--- src/hw/rtl/owusf_pkg.sv ---
package owusf_pkg;

    localparam logic [1:0] CMD_BEGIN   = 2'd0;
    localparam logic [1:0] CMD_PAYLOAD = 2'd1;
    localparam logic [1:0] CMD_ECHO    = 2'd2;
    localparam logic [1:0] CMD_READ    = 2'd3;

    localparam logic [1:0] KIND_SLOT   = 2'd0;
    localparam logic [1:0] KIND_STATUS = 2'd1;
    localparam logic [1:0] KIND_RXBYTE = 2'd2;

    localparam logic [7:0] RESET_FRAME   = 8'hF0;
    localparam logic [7:0] ONE_FRAME     = 8'hFF;
    localparam logic [7:0] ZERO_FRAME    = 8'h00;
    localparam logic [7:0] SKIP_ROM      = 8'hCC;
    localparam logic [7:0] ST_NOT_CONN   = 8'h01;

    localparam int QUEUE_DEPTH = 4;

    typedef enum logic [1:0] {
        PH_IDLE,
        PH_WAIT,
        PH_CONN
    } t_phase;

    typedef enum logic [1:0] {
        OP_SINGLE,
        OP_BYTE,
        OP_PRESENT
    } t_op;

    typedef struct packed {
        logic [1:0] cmd;
        logic [7:0] data;
    } t_req;

    typedef struct packed {
        logic [1:0] kind;
        logic [7:0] value;
        logic       fast_baud;
        logic       last;
    } t_res;

    typedef struct packed {
        t_op        op;
        logic [1:0] kind;
        logic [7:0] value;
        logic       fast;
    } t_job;

endpackage

--- src/hw/rtl/owusf_front.sv ---
module owusf_front #(
    parameter int SLOTS_PER_BYTE = 8
) (
    input  logic             i_clk,
    input  logic             i_rst_n,
    input  logic             i_accept,
    input  owusf_pkg::t_req  i_req,
    output logic             o_push,
    output owusf_pkg::t_job  o_job
);

    localparam int RCW = (SLOTS_PER_BYTE > 1) ? $clog2(SLOTS_PER_BYTE) : 1;
    localparam logic [RCW-1:0] RC_LAST = RCW'(SLOTS_PER_BYTE - 1);

    owusf_pkg::t_phase r_phase, n_phase;
    logic [7:0]        r_cmd, n_cmd;
    logic [7:0]        r_shift, n_shift;
    logic [RCW-1:0]    r_cnt, n_cnt;
    logic [7:0]        w_rx_byte;

    assign w_rx_byte = r_shift |
        ((i_req.data == owusf_pkg::ONE_FRAME) ? (8'd1 << r_cnt) : 8'd0);

    always_ff @(posedge i_clk) begin
        if (!i_rst_n) begin
            r_phase <= owusf_pkg::PH_IDLE;
            r_cmd   <= '0;
            r_shift <= '0;
            r_cnt   <= '0;
        end else begin
            r_phase <= n_phase;
            r_cmd   <= n_cmd;
            r_shift <= n_shift;
            r_cnt   <= n_cnt;
        end
    end

    // next state
    always_comb begin
        n_phase = r_phase;
        n_cmd   = r_cmd;
        n_shift = r_shift;
        n_cnt   = r_cnt;
        if (i_accept) begin
            case (i_req.cmd)
                owusf_pkg::CMD_BEGIN: begin
                    n_cmd   = i_req.data;
                    n_shift = '0;
                    n_cnt   = '0;
                    n_phase = owusf_pkg::PH_WAIT;
                end
                owusf_pkg::CMD_ECHO: begin
                    if (r_phase == owusf_pkg::PH_WAIT) begin
                        n_phase = (i_req.data != owusf_pkg::RESET_FRAME) ?
                                  owusf_pkg::PH_CONN : owusf_pkg::PH_IDLE;
                    end
                end
                owusf_pkg::CMD_READ: begin
                    if (r_phase == owusf_pkg::PH_CONN) begin
                        if (r_cnt == RC_LAST) begin
                            n_shift = '0;
                            n_cnt   = '0;
                        end else begin
                            n_shift = w_rx_byte;
                            n_cnt   = r_cnt + RCW'(1);
                        end
                    end
                end
                default: ;
            endcase
        end
    end

    // job classification
    always_comb begin
        o_push = 1'b0;
        o_job  = '{op: owusf_pkg::OP_SINGLE, kind: owusf_pkg::KIND_SLOT,
                   value: owusf_pkg::RESET_FRAME, fast: 1'b0};
        if (i_accept) begin
            case (i_req.cmd)
                owusf_pkg::CMD_BEGIN: begin
                    o_push = 1'b1;
                end
                owusf_pkg::CMD_PAYLOAD: begin
                    if (r_phase == owusf_pkg::PH_CONN) begin
                        o_push = 1'b1;
                        o_job  = '{op: owusf_pkg::OP_BYTE, kind: owusf_pkg::KIND_SLOT,
                                   value: i_req.data, fast: 1'b1};
                    end
                end
                owusf_pkg::CMD_ECHO: begin
                    if (r_phase == owusf_pkg::PH_WAIT) begin
                        o_push = 1'b1;
                        if (i_req.data != owusf_pkg::RESET_FRAME) begin
                            o_job = '{op: owusf_pkg::OP_PRESENT,
                                      kind: owusf_pkg::KIND_SLOT,
                                      value: r_cmd, fast: 1'b1};
                        end else begin
                            o_job = '{op: owusf_pkg::OP_SINGLE,
                                      kind: owusf_pkg::KIND_STATUS,
                                      value: owusf_pkg::ST_NOT_CONN, fast: 1'b0};
                        end
                    end
                end
                owusf_pkg::CMD_READ: begin
                    if (r_phase == owusf_pkg::PH_CONN && r_cnt == RC_LAST) begin
                        o_push = 1'b1;
                        o_job  = '{op: owusf_pkg::OP_SINGLE,
                                   kind: owusf_pkg::KIND_RXBYTE,
                                   value: w_rx_byte, fast: 1'b1};
                    end
                end
                default: ;
            endcase
        end
    end

endmodule

--- src/hw/rtl/owusf_queue.sv ---
module owusf_queue (
    input  logic             i_clk,
    input  logic             i_rst_n,
    input  logic             i_push,
    input  owusf_pkg::t_job  i_job,
    input  logic             i_pop,
    output owusf_pkg::t_job  o_head,
    output logic             o_empty,
    output logic             o_full
);

    localparam int AW = $clog2(owusf_pkg::QUEUE_DEPTH);
    localparam int CW = $clog2(owusf_pkg::QUEUE_DEPTH + 1);

    owusf_pkg::t_job r_mem [owusf_pkg::QUEUE_DEPTH];
    logic [AW-1:0]   r_wr, n_wr;
    logic [AW-1:0]   r_rd, n_rd;
    logic [CW-1:0]   r_count, n_count;
    logic            w_push, w_pop;

    assign o_empty = (r_count == '0);
    assign o_full  = (r_count == CW'(owusf_pkg::QUEUE_DEPTH));
    assign o_head  = r_mem[r_rd];
    assign w_push  = i_push && !o_full;
    assign w_pop   = i_pop && !o_empty;

    always_comb begin
        n_wr    = w_push ? r_wr + AW'(1) : r_wr;
        n_rd    = w_pop ? r_rd + AW'(1) : r_rd;
        n_count = r_count + CW'(w_push) - CW'(w_pop);
    end

    always_ff @(posedge i_clk) begin
        if (!i_rst_n) begin
            r_wr    <= '0;
            r_rd    <= '0;
            r_count <= '0;
        end else begin
            r_wr    <= n_wr;
            r_rd    <= n_rd;
            r_count <= n_count;
        end
    end

    always_ff @(posedge i_clk) begin
        if (w_push) begin
            r_mem[r_wr] <= i_job;
        end
    end

endmodule

--- src/hw/rtl/owusf_back.sv ---
module owusf_back #(
    parameter int SLOTS_PER_BYTE = 8
) (
    input  logic             i_clk,
    input  logic             i_rst_n,
    input  owusf_pkg::t_job  i_head,
    input  logic             i_empty,
    output logic             o_pop,
    output logic             o_valid,
    input  logic             i_ready,
    output owusf_pkg::t_res  o_res
);

    localparam int SW = $clog2(2 * SLOTS_PER_BYTE);
    localparam logic [SW-1:0] S_BYTE = SW'(SLOTS_PER_BYTE);
    localparam logic [SW-1:0] END_BYTE = SW'(SLOTS_PER_BYTE - 1);
    localparam logic [SW-1:0] END_PRES = SW'(2 * SLOTS_PER_BYTE - 1);

    logic [SW-1:0]   r_slot, n_slot;
    logic            r_valid, n_valid;
    owusf_pkg::t_res r_res, n_res;
    logic            w_load, w_fire, w_sec, w_end;
    logic [2:0]      w_idx;
    logic [7:0]      w_byte;
    owusf_pkg::t_res w_res;

    assign w_load  = !r_valid || i_ready;
    assign w_fire  = w_load && !i_empty;
    assign w_sec   = (r_slot >= S_BYTE);
    assign w_idx   = 3'(w_sec ? r_slot - S_BYTE : r_slot);
    assign w_byte  = (i_head.op == owusf_pkg::OP_PRESENT && !w_sec) ?
                     owusf_pkg::SKIP_ROM : i_head.value;
    assign o_pop   = w_fire && w_end;
    assign o_valid = r_valid;
    assign o_res   = r_res;

    always_comb begin
        case (i_head.op)
            owusf_pkg::OP_BYTE:    w_end = (r_slot == END_BYTE);
            owusf_pkg::OP_PRESENT: w_end = (r_slot == END_PRES);
            default:               w_end = 1'b1;
        endcase
    end

    always_comb begin
        if (i_head.op == owusf_pkg::OP_SINGLE) begin
            w_res = '{kind: i_head.kind, value: i_head.value,
                      fast_baud: i_head.fast, last: 1'b1};
        end else begin
            w_res = '{kind: owusf_pkg::KIND_SLOT,
                      value: w_byte[w_idx] ? owusf_pkg::ONE_FRAME : owusf_pkg::ZERO_FRAME,
                      fast_baud: 1'b1, last: w_end};
        end
    end

    always_comb begin
        n_slot  = r_slot;
        n_valid = r_valid;
        n_res   = r_res;
        if (w_fire) begin
            n_valid = 1'b1;
            n_res   = w_res;
            n_slot  = w_end ? '0 : r_slot + SW'(1);
        end else if (w_load) begin
            n_valid = 1'b0;
        end
    end

    always_ff @(posedge i_clk) begin
        if (!i_rst_n) begin
            r_slot  <= '0;
            r_valid <= 1'b0;
        end else begin
            r_slot  <= n_slot;
            r_valid <= n_valid;
        end
    end

    always_ff @(posedge i_clk) begin
        r_res <= n_res;
    end

endmodule

--- src/hw/rtl/one_wire_uart_slot_framer.sv ---
// channel   signals                     payload
// request   i_valid / o_ready / i_req   t_req {cmd, data}
// result    o_valid / i_ready / o_res   t_res {kind, value, fast_baud, last}
//
// A request is taken whenever the job queue (4 deep) has room.
// The result sequencer emits one result per cycle while a job is queued and the output is not stalled: 1 for begin,
// status or a received byte, SLOTS_PER_BYTE for a payload byte, 2*SLOTS_PER_BYTE on presence.
// Requests that produce no result queue nothing.
// Synchronous active-low reset clears phase, read assembly, queue and output.
// A stalled output holds its result; the front keeps taking requests until the
// queue fills.
module one_wire_uart_slot_framer #(
    parameter int SLOTS_PER_BYTE = 8
) (
    input  logic             i_clk,
    input  logic             i_rst_n,
    input  logic             i_valid,
    output logic             o_ready,
    input  owusf_pkg::t_req  i_req,
    output logic             o_valid,
    input  logic             i_ready,
    output owusf_pkg::t_res  o_res
);

    logic            w_accept, w_push, w_pop, w_empty, w_full;
    owusf_pkg::t_job w_job, w_head;

    assign o_ready  = !w_full;
    assign w_accept = i_valid && o_ready;

    owusf_front #(
        .SLOTS_PER_BYTE(SLOTS_PER_BYTE)
    ) u_front (
        .i_clk    (i_clk),
        .i_rst_n  (i_rst_n),
        .i_accept (w_accept),
        .i_req    (i_req),
        .o_push   (w_push),
        .o_job    (w_job)
    );

    owusf_queue u_queue (
        .i_clk   (i_clk),
        .i_rst_n (i_rst_n),
        .i_push  (w_push),
        .i_job   (w_job),
        .i_pop   (w_pop),
        .o_head  (w_head),
        .o_empty (w_empty),
        .o_full  (w_full)
    );

    owusf_back #(
        .SLOTS_PER_BYTE(SLOTS_PER_BYTE)
    ) u_back (
        .i_clk   (i_clk),
        .i_rst_n (i_rst_n),
        .i_head  (w_head),
        .i_empty (w_empty),
        .o_pop   (w_pop),
        .o_valid (o_valid),
        .i_ready (i_ready),
        .o_res   (o_res)
    );

endmodule

--- config.mk ---
export PLATFORM = sky130hd
export DESIGN_NAME = one_wire_uart_slot_framer
export DESIGN_NICKNAME = d
export VERILOG_FILES = /design/src/hw/rtl/owusf_pkg.sv /design/src/hw/rtl/owusf_front.sv /design/src/hw/rtl/owusf_queue.sv /design/src/hw/rtl/owusf_back.sv /design/src/hw/rtl/one_wire_uart_slot_framer.sv
export SDC_FILE = /design/constraint.sdc
export NUM_CORES = 1
export LEC_CHECK = 0
export BUFFER_PORTS_ARGS = -buffer_cell sky130_fd_sc_hd__buf_2
export CORE_MARGIN = 10
export CORE_UTILIZATION = 31
export CTS_CLUSTER_SIZE = 16
export DETAILED_ROUTE_END_ITERATION = 6
export GPL_ROUTABILITY_DRIVEN = 0
export PLACE_DENSITY = 0.45
export SLEW_MARGIN = 20
export SYNTH_ARGS = -nofsm -noshare
export SYNTH_HDL_FRONTEND = slang
export SYNTH_HIERARCHICAL = 1
export SYNTH_SLANG_ARGS = --single-unit
--- constraint.sdc ---
create_clock -name i_clk -period 7.14 [get_ports i_clk]
set_input_delay 0.714 -clock i_clk [delete_from_list [all_inputs] [get_ports i_clk]]
set_output_delay 0.714 -clock i_clk [all_outputs]
set_load 0.01 [all_outputs]
# After elaboration in Yosys (flattened, before gate mapping)
# Memories as Yosys holds them, arrays and structs flattened. A register that Yosys moved wholly into a read port is not among the register bits.
# Cells that the tools add are included.
# W data, S select, Z words.
[op_classes]
add_sub_neg = 7
n_mul = 0
div_mod_pow = 0
n_lt_le_gt_ge = 2
n_eq_ne = 15
shift = 1
muxes = 35
n_bitwise = 1
reduce_logical = 21
[ops]
columns = ["op", "n"]
rows = [
  ["$mux W8", 5],
  ["$mux W13", 3],
  ["$pmux W13 S3", 1],
  ["$pmux W8 S2", 1],
  ["$mux W12", 1],
  ["$mux W11", 1],
  ["$mux W10", 1],
  ["$mux W1", 9],
  ["$mux W3", 3],
  ["$eq A2 B2 Y1 const B", 4],
  ["$eq A8 B8 Y1 const B", 1],
  ["$mux W2", 4],
  ["$ne A8 B8 Y1 const B", 1],
  ["$or A8 B8 Y8", 1],
  ["$shl A1 B3 Y8 const A", 1],
  ["$logic_and A1 B1 Y1", 7],
  ["$eq A2 B1 Y1 const B", 3],
  ["$eq A3 B3 Y1 const B", 2],
  ["$pmux W3 S2", 1],
  ["$reduce_and A3 Y1", 2],
  ["$reduce_bool A2 Y1", 3],
  ["$add A2 B1 Y2 const B", 2],
  ["$add A4 B1 Y4 const B", 1],
  ["$eq A4 B3 Y1 const B", 1],
  ["18 further kinds", 23],
]
[word_totals]
ff_bits = 45
latch_bits = 0
ramBits = 52
romBits = 0
in_bits = 14
out_inout_bits = 14
wordCells = 96
n_memories = 1
[mem_list]
columns = ["memory", "words", "width", "rd", "rd_clocked_by_memory_dff", "wr", "line", "source"]
rows = [
  ["u_queue.r_mem", 4, 13, 1, 1, 1, "owusf_queue.sv:15", "owusf_pkg::t_job r_mem [owusf_pkg::QUEUE_DEPTH];"],
]

# Depth between registers and ports, before layout
# Gate-level depths: netlist of the first run.
[logic_depth]
ltp_word = 8
ltp_mapped = 14

# Modules after synthesis
# Netlist of the first run, hierarchy kept.
[modules_own_cells]
columns = ["module", "n_inst", "cells_per_inst", "area_each_um2", "seq_area_each_um2"]
rows = [
  ["owusf_queue", 1, 118, 2373.5, 1741.7],
  ["owusf_front", 1, 158, 1308.8, 420.4],
  ["owusf_back", 1, 78, 872.1, 460.4],
  ["one_wire_uart_slot_framer", 1, 2, 10.0, 0.0],
]

# Least setup slack after synthesis of the first run
# OpenSTA, ideal clock, no wires.
[synth_timing]
kind = "reg2reg"
from = "register with a tool-made name"
to = "register u_queue.r_count[2]"
t_arrival_ns = 3.197
t_required_ns = 7.025
path_slack_ns = 3.828
path_stages_with_launch = 15
path_buffers = 1
period_less_slack_ns = 3.312
path_cell_list = "dfxtp_1 -> buf_6 -> mux4_2 -> ha_1 -> xor2_1 -> o21ai_1 -> and2_1 -> nor2b_1 -> ha_1 -> inv_1 -> ha_1 -> fa_1 -> xnor2_1 -> xnor2_1 -> and2_1"
[synth_lines]
columns = ["element", "line", "source"]
rows = [
  ["end signal, assigned", "owusf_queue.sv:41", "r_count <= n_count;"],
  ["end, declared", "owusf_queue.sv:18", "logic [CW-1:0] r_count, n_count;"],
]

==> results of run 1 <==
[metal layers]
metal	global-route usage, %	vias to the layer above	routed length [um]
met5	0	-	0
li1	-	1366	-
met1	11.5	1320	4330
met2	14.5	51	4110
met4	3.21	0	144
met3	3.87	13	424
[through the flow]
step	worst slack [ns]	instance area [um^2]
CTS	3.07	5160
global placement	3.19	4840
detailed placement	3.09	4840
global route	2.78	5160
finish	3.16	5160
floorplan	3.83	4560
[cell usage after synthesis (2+ instances only)]
cell type and count:
a21boi_0 4, a21boi_1 10, a21oi_1 7, a22oi_1 4
a311oi_1 3, a31oi_1 5, a41oi_1 3, and2_1 13
and4bb_1 2, buf_2 4, buf_6 4, clkbuf_1 4
dfxtp_1 35, edfxtp_1 64, ha_1 16, inv_1 18
mux2i_1 6, mux4_1 3, mux4_2 11, nand2_1 50
nand2b_1 6, nand3_1 2, nand4_1 3, nor2_1 15
nor2b_1 9, nor3_2 2, o2111ai_1 4, o21a_1 4
o21ai_0 10, o21ai_1 2, o22ai_1 4, xnor2_1 3
[critical path: cells and delay by family (launching register included)]
family / cells / cell delay, ns
simple gates: 3 / 0.53
buf+inv: 2 / 0.14
xor+xnor: 3 / 0.49
compound gates: 1 / 0.15
mux: 1 / 0.63
fa+ha+maj: 4 / 1.07
flops: 1 / 0.86
[layout make-up]
cell class | count | area share, %
clock inverter | 5 | 1.65
sequential | 99 | 50.8
tap | 184 | 4.46
inverter | 18 | 1.31
timing repair buffer | 27 | 2.62
multi-input combinational | 226 | 34.6
clock buffer | 11 | 4.51
[power breakdown]
part | switching [mW] | leakage [nW] | internal [mW]
clock | 0.205 | 0.150 | 0.309
sequential | 0.0305 | 0.888 | 0.681
combinational | 0.144 | 0.730 | 0.0989
total | 0.379 | 1.77 | 1.09
[cell usage in the layout, fill, tap and decap left out, types with 3 or more instances in the layout]
master,instances
edfxtp_1,64
a311oi_1,3
mux4_1,3
a21boi_1,10
a21boi_0,4
a22oi_1,4
nand4_1,3
o2111ai_1,4
and2_1,13
dfxtp_1,35
xnor2_1,3
nor2b_1,9
o22ai_1,4
inv_1,18
a31oi_1,5
clkbuf_16,9
nand2_1,50
mux2i_1,6
nand2b_1,6
mux4_2,11
ha_1,16
buf_2,27
nor2_1,15
o21ai_0,10
a21oi_1,7
a41oi_1,3
o21a_1,4
[kinds of logic (layout without fill, tap and decap cells)]
group           Yosys count  count (layout)
compound gates           66              66
xor+xnor                  4               4
fa+ha+maj                17              17
buf+inv                  31              61
flops                    99              99
mux                      20              20
simple gates            119             119
[registers in the layout, indices dropped and copies added (netlist names), named ones only]
name / flops
u_back/r_slot: 4
u_back/o_res: 12
u_front/r_cmd: 8
u_queue/r_count: 3
u_queue/r_mem: 52
u_front/r_shift: 8
u_front/r_cnt: 3
u_queue/r_wr: 2
u_queue/r_rd: 2
u_front/r_phase: 2
u_back/o_valid: 1
[how the worst max path moves through the flow]
stage                     start            endpoint  slack (ns)  depth (start not counted)
after floorplan            flop  u_queue/r_count[2]        3.83                         14
after detailed placement   flop  u_queue/r_count[2]        3.09                         14
final                      flop  u_queue/r_count[2]        3.16                         14
after global routing       flop  u_queue/r_count[2]        2.78                         14
after CTS                  flop  u_queue/r_count[2]        3.07                         14
after global placement     flop  u_queue/r_count[2]        3.19                         14
==> metrics.md, run 1 <==
| Metric | Value |
|---|---|
| Outcome | complete, no violations |
| Worst-Margin Slew | 0.898 ns |
| # diodes | 0 |
| Async set-reset flop share out of synthesis | 0% |
| Floorplan core area | 14,500 um^2 |
| Overall power | around 1.5 mW |
| RSZ-0062 raised after global routing | no |
| Worst skew pair latency | about 0.34 ns |
| Crit share post-route | roughly 56% |
| Die Wd | 141 um |
| Starting Density | 31.5% |
| Critical Path Max Stage Delay | 0.86 ns |
| Via count | between 2,000 and 3,000 |
| Fin crit period | 3.98 ns |
| P per Cell Area | approximately 280 nW/um^2 |
| Top cell type's share of synthesized area | between 40 and 50% |
| Mapped cell area | 4560 um^2 |
| Grt total ovfl | 0 |
| CP Data Arrival Time | 4.22 ns |
| XOR/XNOR Fraction of Synth Area | 0.768% |
| Drt first pass iters | 4 |
| Cell taking the most area after synthesis | edfxtp_1 |
| Main area contributors after synthesis | edfxtp_1 (42%), dfxtp_1 (15%), mux4_2 (5.4%) |
| Synth Area in Compound Gates | 10.8% |
| Final number of hold-violating endpoints | 0 |
| Worst clock skew | 0.00896 ns |
| WHS | about 0.43 ns |
| Hold Crit Depth | 2 |
| Post-synthesis sequential area ratio | ~57% |
| P&R area growth vs syn | 13.0% |
| PortBufs | 27 |
| Post-route insts no fill | between 500 and 600 |
| Post-CTS resize count | 0 |
| Critical-path top delay cell | dfxtp_1 |
| Reg2reg end | u_queue/r_count[2] |
| Longest Clk Path Bufs | 2 |
| Worst-path cell chain | mux4_1, inv_1, ha_1, xor2_1, o21ai_1, and2_1, nor2b_1, ha_1, inv_1, ha_1, fa_1, xnor2_1, xnor2_1, and2_1 |
| WL per Instance | 15.8 um |
| CTS Hold Bufs | 0 |
| Synth warnings | 6 |
| Largest net degree at the start of global routing | 29 |
| Post-Synth Simple-Gate Area | 14.3% |
| Worst hold endpoint | u_front/r_shift[7] |
| Clock root buffer | clkbuf_16 |
| R2R Setup Slk | 3.16 ns |
| Final setup fails | 0 |
| Critical Path Sink Type | flop |
| Synthesis-stage register bit count | 99 |
| Placed insts | 554 |
| CP Max Fanout | 13 |
| Min-delay src | u_front/r_shift[7] |
| Routed WL | around 9.0 mm |
| Final core occ | 35.6% |
| Avg Cell Area, Syn | 12.8 um^2 |
| F_max | 251 MHz |
| P_leak | 1.77 nW |
| Final #Nets | between 400 and 500 |
| Hpwl dp | 6.44 mm |
| Share of layout cells above drive strength 1 | 16.3% |
| Synthesized instance count | ~360 |
| Hold Crit Class | flop to flop |
| Critical Path RT | 7.38 ns |
| Max-cap violations | 0 |
| Classification of the worst setup path | flop to flop |
| Cells on worst reg2reg path | 14 |
| Final-report max-slew violation count | 0 |
| Post CTS Setup Buffer Count | 0 |
| Final setup TNS | 0 ns |
| Cell mode on critical path | ha_1 |
| Overall routing resource usage | 9.39% |
| Syn nets | between 300 and 400 |
| Io pins | 28 |
| DRT antenna net count | 0 |
| TritonCTS Sinks | 99 |
| Maximum vdd drop | 0.111 mV |
| Inserted Clock Buffers | 9 |
| Cell row count | 44 |
| Synth Area in Adders | 4.82% |
| DRC errors left | 0 |
| Register area | ~2600 um^2 |
| Cell variety after synth | 58 |
| Multi-input gate area | around 1800 um^2 |
| Die ar. | 20,000 um^2 |
| Initial antenna violation count | 0 |
| Via density | 4.82 |
| Fillers | 1,405 |
| First DRT Iteration DRCs | 121 |
| CTS H-tree lvls | 3 |
| Slew margin rel. | 40.0% |
| Clock transition at path regs | 0.07 ns |
| CP Launch Type | flop |
| TritonCTS clock tree | done |
| Vias in the first global route | 2,779 |
| Mux contribution to synthesized area | 8.47% |
| First-pass GRT wire length | 14.8 mm |
| Synth Flop Type | edfxtp_1 |
| Largest family of logic cells by synthesized area | simple AND/OR/NAND/NOR gates |
| Die H | 141 um |
| Post-synth EDFFs | 64 |
Power figures use the tool's default switching activity.
==> run 2, diff against run 1 <==
--- a/config.mk
+++ b/config.mk
@@ -11,7 +11,7 @@
 export CTS_CLUSTER_SIZE = 16
 export DETAILED_ROUTE_END_ITERATION = 6
 export GPL_ROUTABILITY_DRIVEN = 0
-export PLACE_DENSITY = 0.45
+export PLACE_DENSITY = 0.47
 export SLEW_MARGIN = 20
 export SYNTH_ARGS = -nofsm -noshare
 export SYNTH_HDL_FRONTEND = slang
==> constraint.sdc (replaced) <==
create_clock -name i_clk -period 3.6 [get_ports i_clk]
set_input_delay 0.36 -clock i_clk [delete_from_list [all_inputs] [get_ports i_clk]]
set_output_delay 0.36 -clock i_clk [all_outputs]
set_load 0.01 [all_outputs]
==> run 2 against run 1 <==
Die area did not move. Register-to-register slack got worse by 2.9 ns. Setup slack got worse by 2.9 ns. Sequential cell count did not move. Utilization rose by 0.22 points. Via count rose by 2.0%. First-iteration DRC count rose by 15%. Clock power rose by 76%. Largest cell class unchanged. Non-clock buffer count rose by 9.
==> metrics.md, run 2 (same netlist as run 1, synthesis figures left out) <==
| Metric | Value |
|---|---|
| Final-report max-slew violation count | 0 (unchanged) |
| CP Launch Type | flop |
| Vias in the first global route | 2,840 (+2.2%) |
| Min-delay src | i_req[7] |
| P&R area growth vs syn | 13.7% |
| Crit path buffers/inverters | 2 (unchanged) |
| DRC errors left | 0 (unchanged) |
| CTS Hold Bufs | 0 (unchanged) |
| Worst skew pair latency | 0.35 ns (about the same) |
| Cells on worst reg2reg path | 14 (unchanged) |
| Place WS | 0.257 ns (-2.84 ns) |
| Maximum vdd drop | 0.245 mV (+120%) |
| Setup ws final | 0.299 ns (-2.86 ns) |
| Critical Path Sink Type | flop |
| Slew margin rel. | 50.4% (+10 points) |
| Commonest non-fill, non-tap cell in the layout | edfxtp_1 |
| CP Data Arrival Time | 3.54 ns (-0.68 ns) |
| Die H | 141 um (unchanged) |
| Reg2reg end | u_queue/r_count[2] |
| Io pins | 28 (unchanged) |
| Overall power | 2.82 mW (+92%) |
| Fin crit period | 3.30 ns (-0.681 ns) |
| Routed WL | 9.14 mm (+1.5%) |
| Final setup TNS | 0 ns (unchanged) |
| Clock transition at path regs | 0.07 ns (about the same) |
| Hold Crit Class | input pin to flop |
| Internal | 2.06 mW (+89%) |
| Longest Clk Path Bufs | 2 (unchanged) |
| CTS H-tree lvls | 3 (unchanged) |
| Max reg flops | 52 (unchanged) |
| Critical Path RT | 3.84 ns (-3.54 ns) |
| Crit share post-route | 91.7% (+36 points) |
| TritonCTS clock tree | done |
| First DRT Iteration DRCs | 139 (+15%) |
| Drt first pass iters | 4 (unchanged) |
| Inserted Clock Buffers | 9 (unchanged) |
| Critical Path Max Stage Delay | 0.55 ns (-0.31 ns) |
| Hold Crit Depth | 3 (+1) |
| Flop pwr share | 49.6% (+1.2 points) |
| RSZ-0062 raised after global routing | no |
| Classification of the worst setup path | flop to flop |
| Floorplan core area | 14,500 um^2 (unchanged) |
| Final setup fails | 0 (unchanged) |
| Initial antenna violation count | 0 (unchanged) |
| Cell row count | 44 (unchanged) |
| Commonest non-fill, non-tap cells in the layout | edfxtp_1 (64), nand2_1 (50), dfxtp_1 (34), buf_2 (27), inv_1 (18) |
| F_max | 303 MHz (+21%) |
| DRT antenna net count | 0 (unchanged) |
| Final number of hold-violating endpoints | 0 (unchanged) |
| Worst-Margin Slew | 0.744 ns (-0.154 ns) |
| Worst clock skew | 0.00898 ns (+0.0000194 ns) |
| Die Wd | 141 um (unchanged) |
| Via density | 4.84 (+0.38%) |
| Combinational group share of total power | 18.3% (+1.7 points) |
| P per Cell Area | 543 nW/um^2 (+91%) |
| Biggest register | u_queue/r_mem |
| Grt total ovfl | 0 (unchanged) |
| Sw Share | 27.0% (+1.2 points) |
| Overall routing resource usage | 9.52% (+0.13 points) |
| CP Max Fanout | 4 (-9) |
| Crit-path leading delay family | adder cells |
| Die ar. | 20,000 um^2 (unchanged) |
| PortBufs | 27 (unchanged) |
| Post-route insts no fill | 579 (+1.6%) |
| Share of layout cells above drive strength 1 | 18.7% (+2.4 points) |
| Critical-path top delay cell | mux4_1 |
| Placed insts | 563 (+1.6%) |
| R2R Setup Slk | 0.30 ns (-2.86 ns) |
| Max-cap violations | 0 (unchanged) |
| P_leak | 1.80 nW (+1.7%) |
| Hpwl dp | 6.51 mm (+1.0%) |
| WL per Instance | 15.8 um (-0.11%) |
| Final #Nets | 421 (+2.2%) |
| TritonCTS Sinks | 99 (unchanged) |
| Largest net degree at the start of global routing | 29 (unchanged) |
| First-pass GRT wire length | 15.1 mm (+2.0%) |
| Clock network power share | 32.1% (-2.9 points) |
| Via count | 2,804 (+2.0%) |
| Clock root buffer | clkbuf_16 |
| Cell mode on critical path | ha_1 |
| Worst hold endpoint | u_front/r_cmd[7] |
| Worst-path cell chain | mux4_1, inv_1, ha_1, xor2_1, o21ai_1, and2_1, nor2b_1, ha_1, inv_1, ha_1, fa_1, xnor2_1, xnor2_1, and2_1 |
| NetSw | 0.761 mW (+100%) |
| Fillers | 1,430 (+1.8%) |
| Starting Density | 31.5% (unchanged) |
| # diodes | 0 (unchanged) |
| Outcome | complete, no violations |
## run 2: changes by cell type in the layout (fill, tap and decap cells not counted), sizes merged
cell,delta
clkinvlp,+1
clkinv,+1
buf,+9
bufinv,-2
## run 2: final cells by class
type / count / area (um^2) / area share [%]
clock inverters: 5 / 37.5 / 0.723
flip-flops and latches: 99 / 2620 / 50.5
clock buffers: 11 / 243 / 4.68
repair buffers: 36 / 203 / 3.90
well taps: 184 / 230 / 4.43
inverters: 18 / 67.6 / 1.30
multi-input cells: 226 / 1790 / 34.4
## run 2: worst max-delay path by stage
stage / from / end / slack, ns / cells past startpoint
finish: flop / u_queue/r_count[2] / 0.30 / 14
global route: flop / u_queue/r_count[2] / 0.05 / 14
CTS: flop / u_queue/r_count[2] / 0.22 / 14
detailed placement: flop / u_queue/r_count[2] / 0.26 / 14
global placement: flop / u_queue/r_count[2] / 0.31 / 14
floorplan: flop / u_queue/r_count[2] / 0.29 / 14
## run 2: what timing repair did
item | 4_1_cts | 5_1_grt
setup buffers | 0 | 0
gates resized for setup | 0 | 1
setup endpoints to repair | 0 | 1
## run 2: per-stage QoR
step / utilization, % / hold slack [ns] / instance area (um^2)
global placement: 33.9 / 0.427 / 4910
CTS: 35.8 / 0.269 / 5190
detailed placement: 33.9 / 0.428 / 4910
finish: 35.9 / 0.287 / 5190
global route: 35.9 / 0.295 / 5190
floorplan: - / 0.409 / 4560
## run 2: power groups by stage
stage          combinational, mW  sequential [mW]  clock, mW
5_1_grt                    0.585             1.41       1.00
6_report                   0.515             1.40      0.904
3_3_place_gp               0.524             1.42          0
2_1_floorplan              0.307             1.46          0
3_5_place_dp               0.527             1.42          0
4_1_cts                    0.529             1.40      0.939
## run 2: metal layers
layer	global-route usage, %	part of all wire, %	wire length, um	vias up
met5	0	0	0	-
met4	2.83	1.1	99	0
met3	3.40	4.4	404	13
met2	14.7	46	4220	57
met1	12.2	48	4410	1352
li1	-	-	-	1382
## run 2: worst min-delay path: stages
cell      delay [ns]
buf_2           0.12
nand2_1         0.05
a21boi_1        0.04
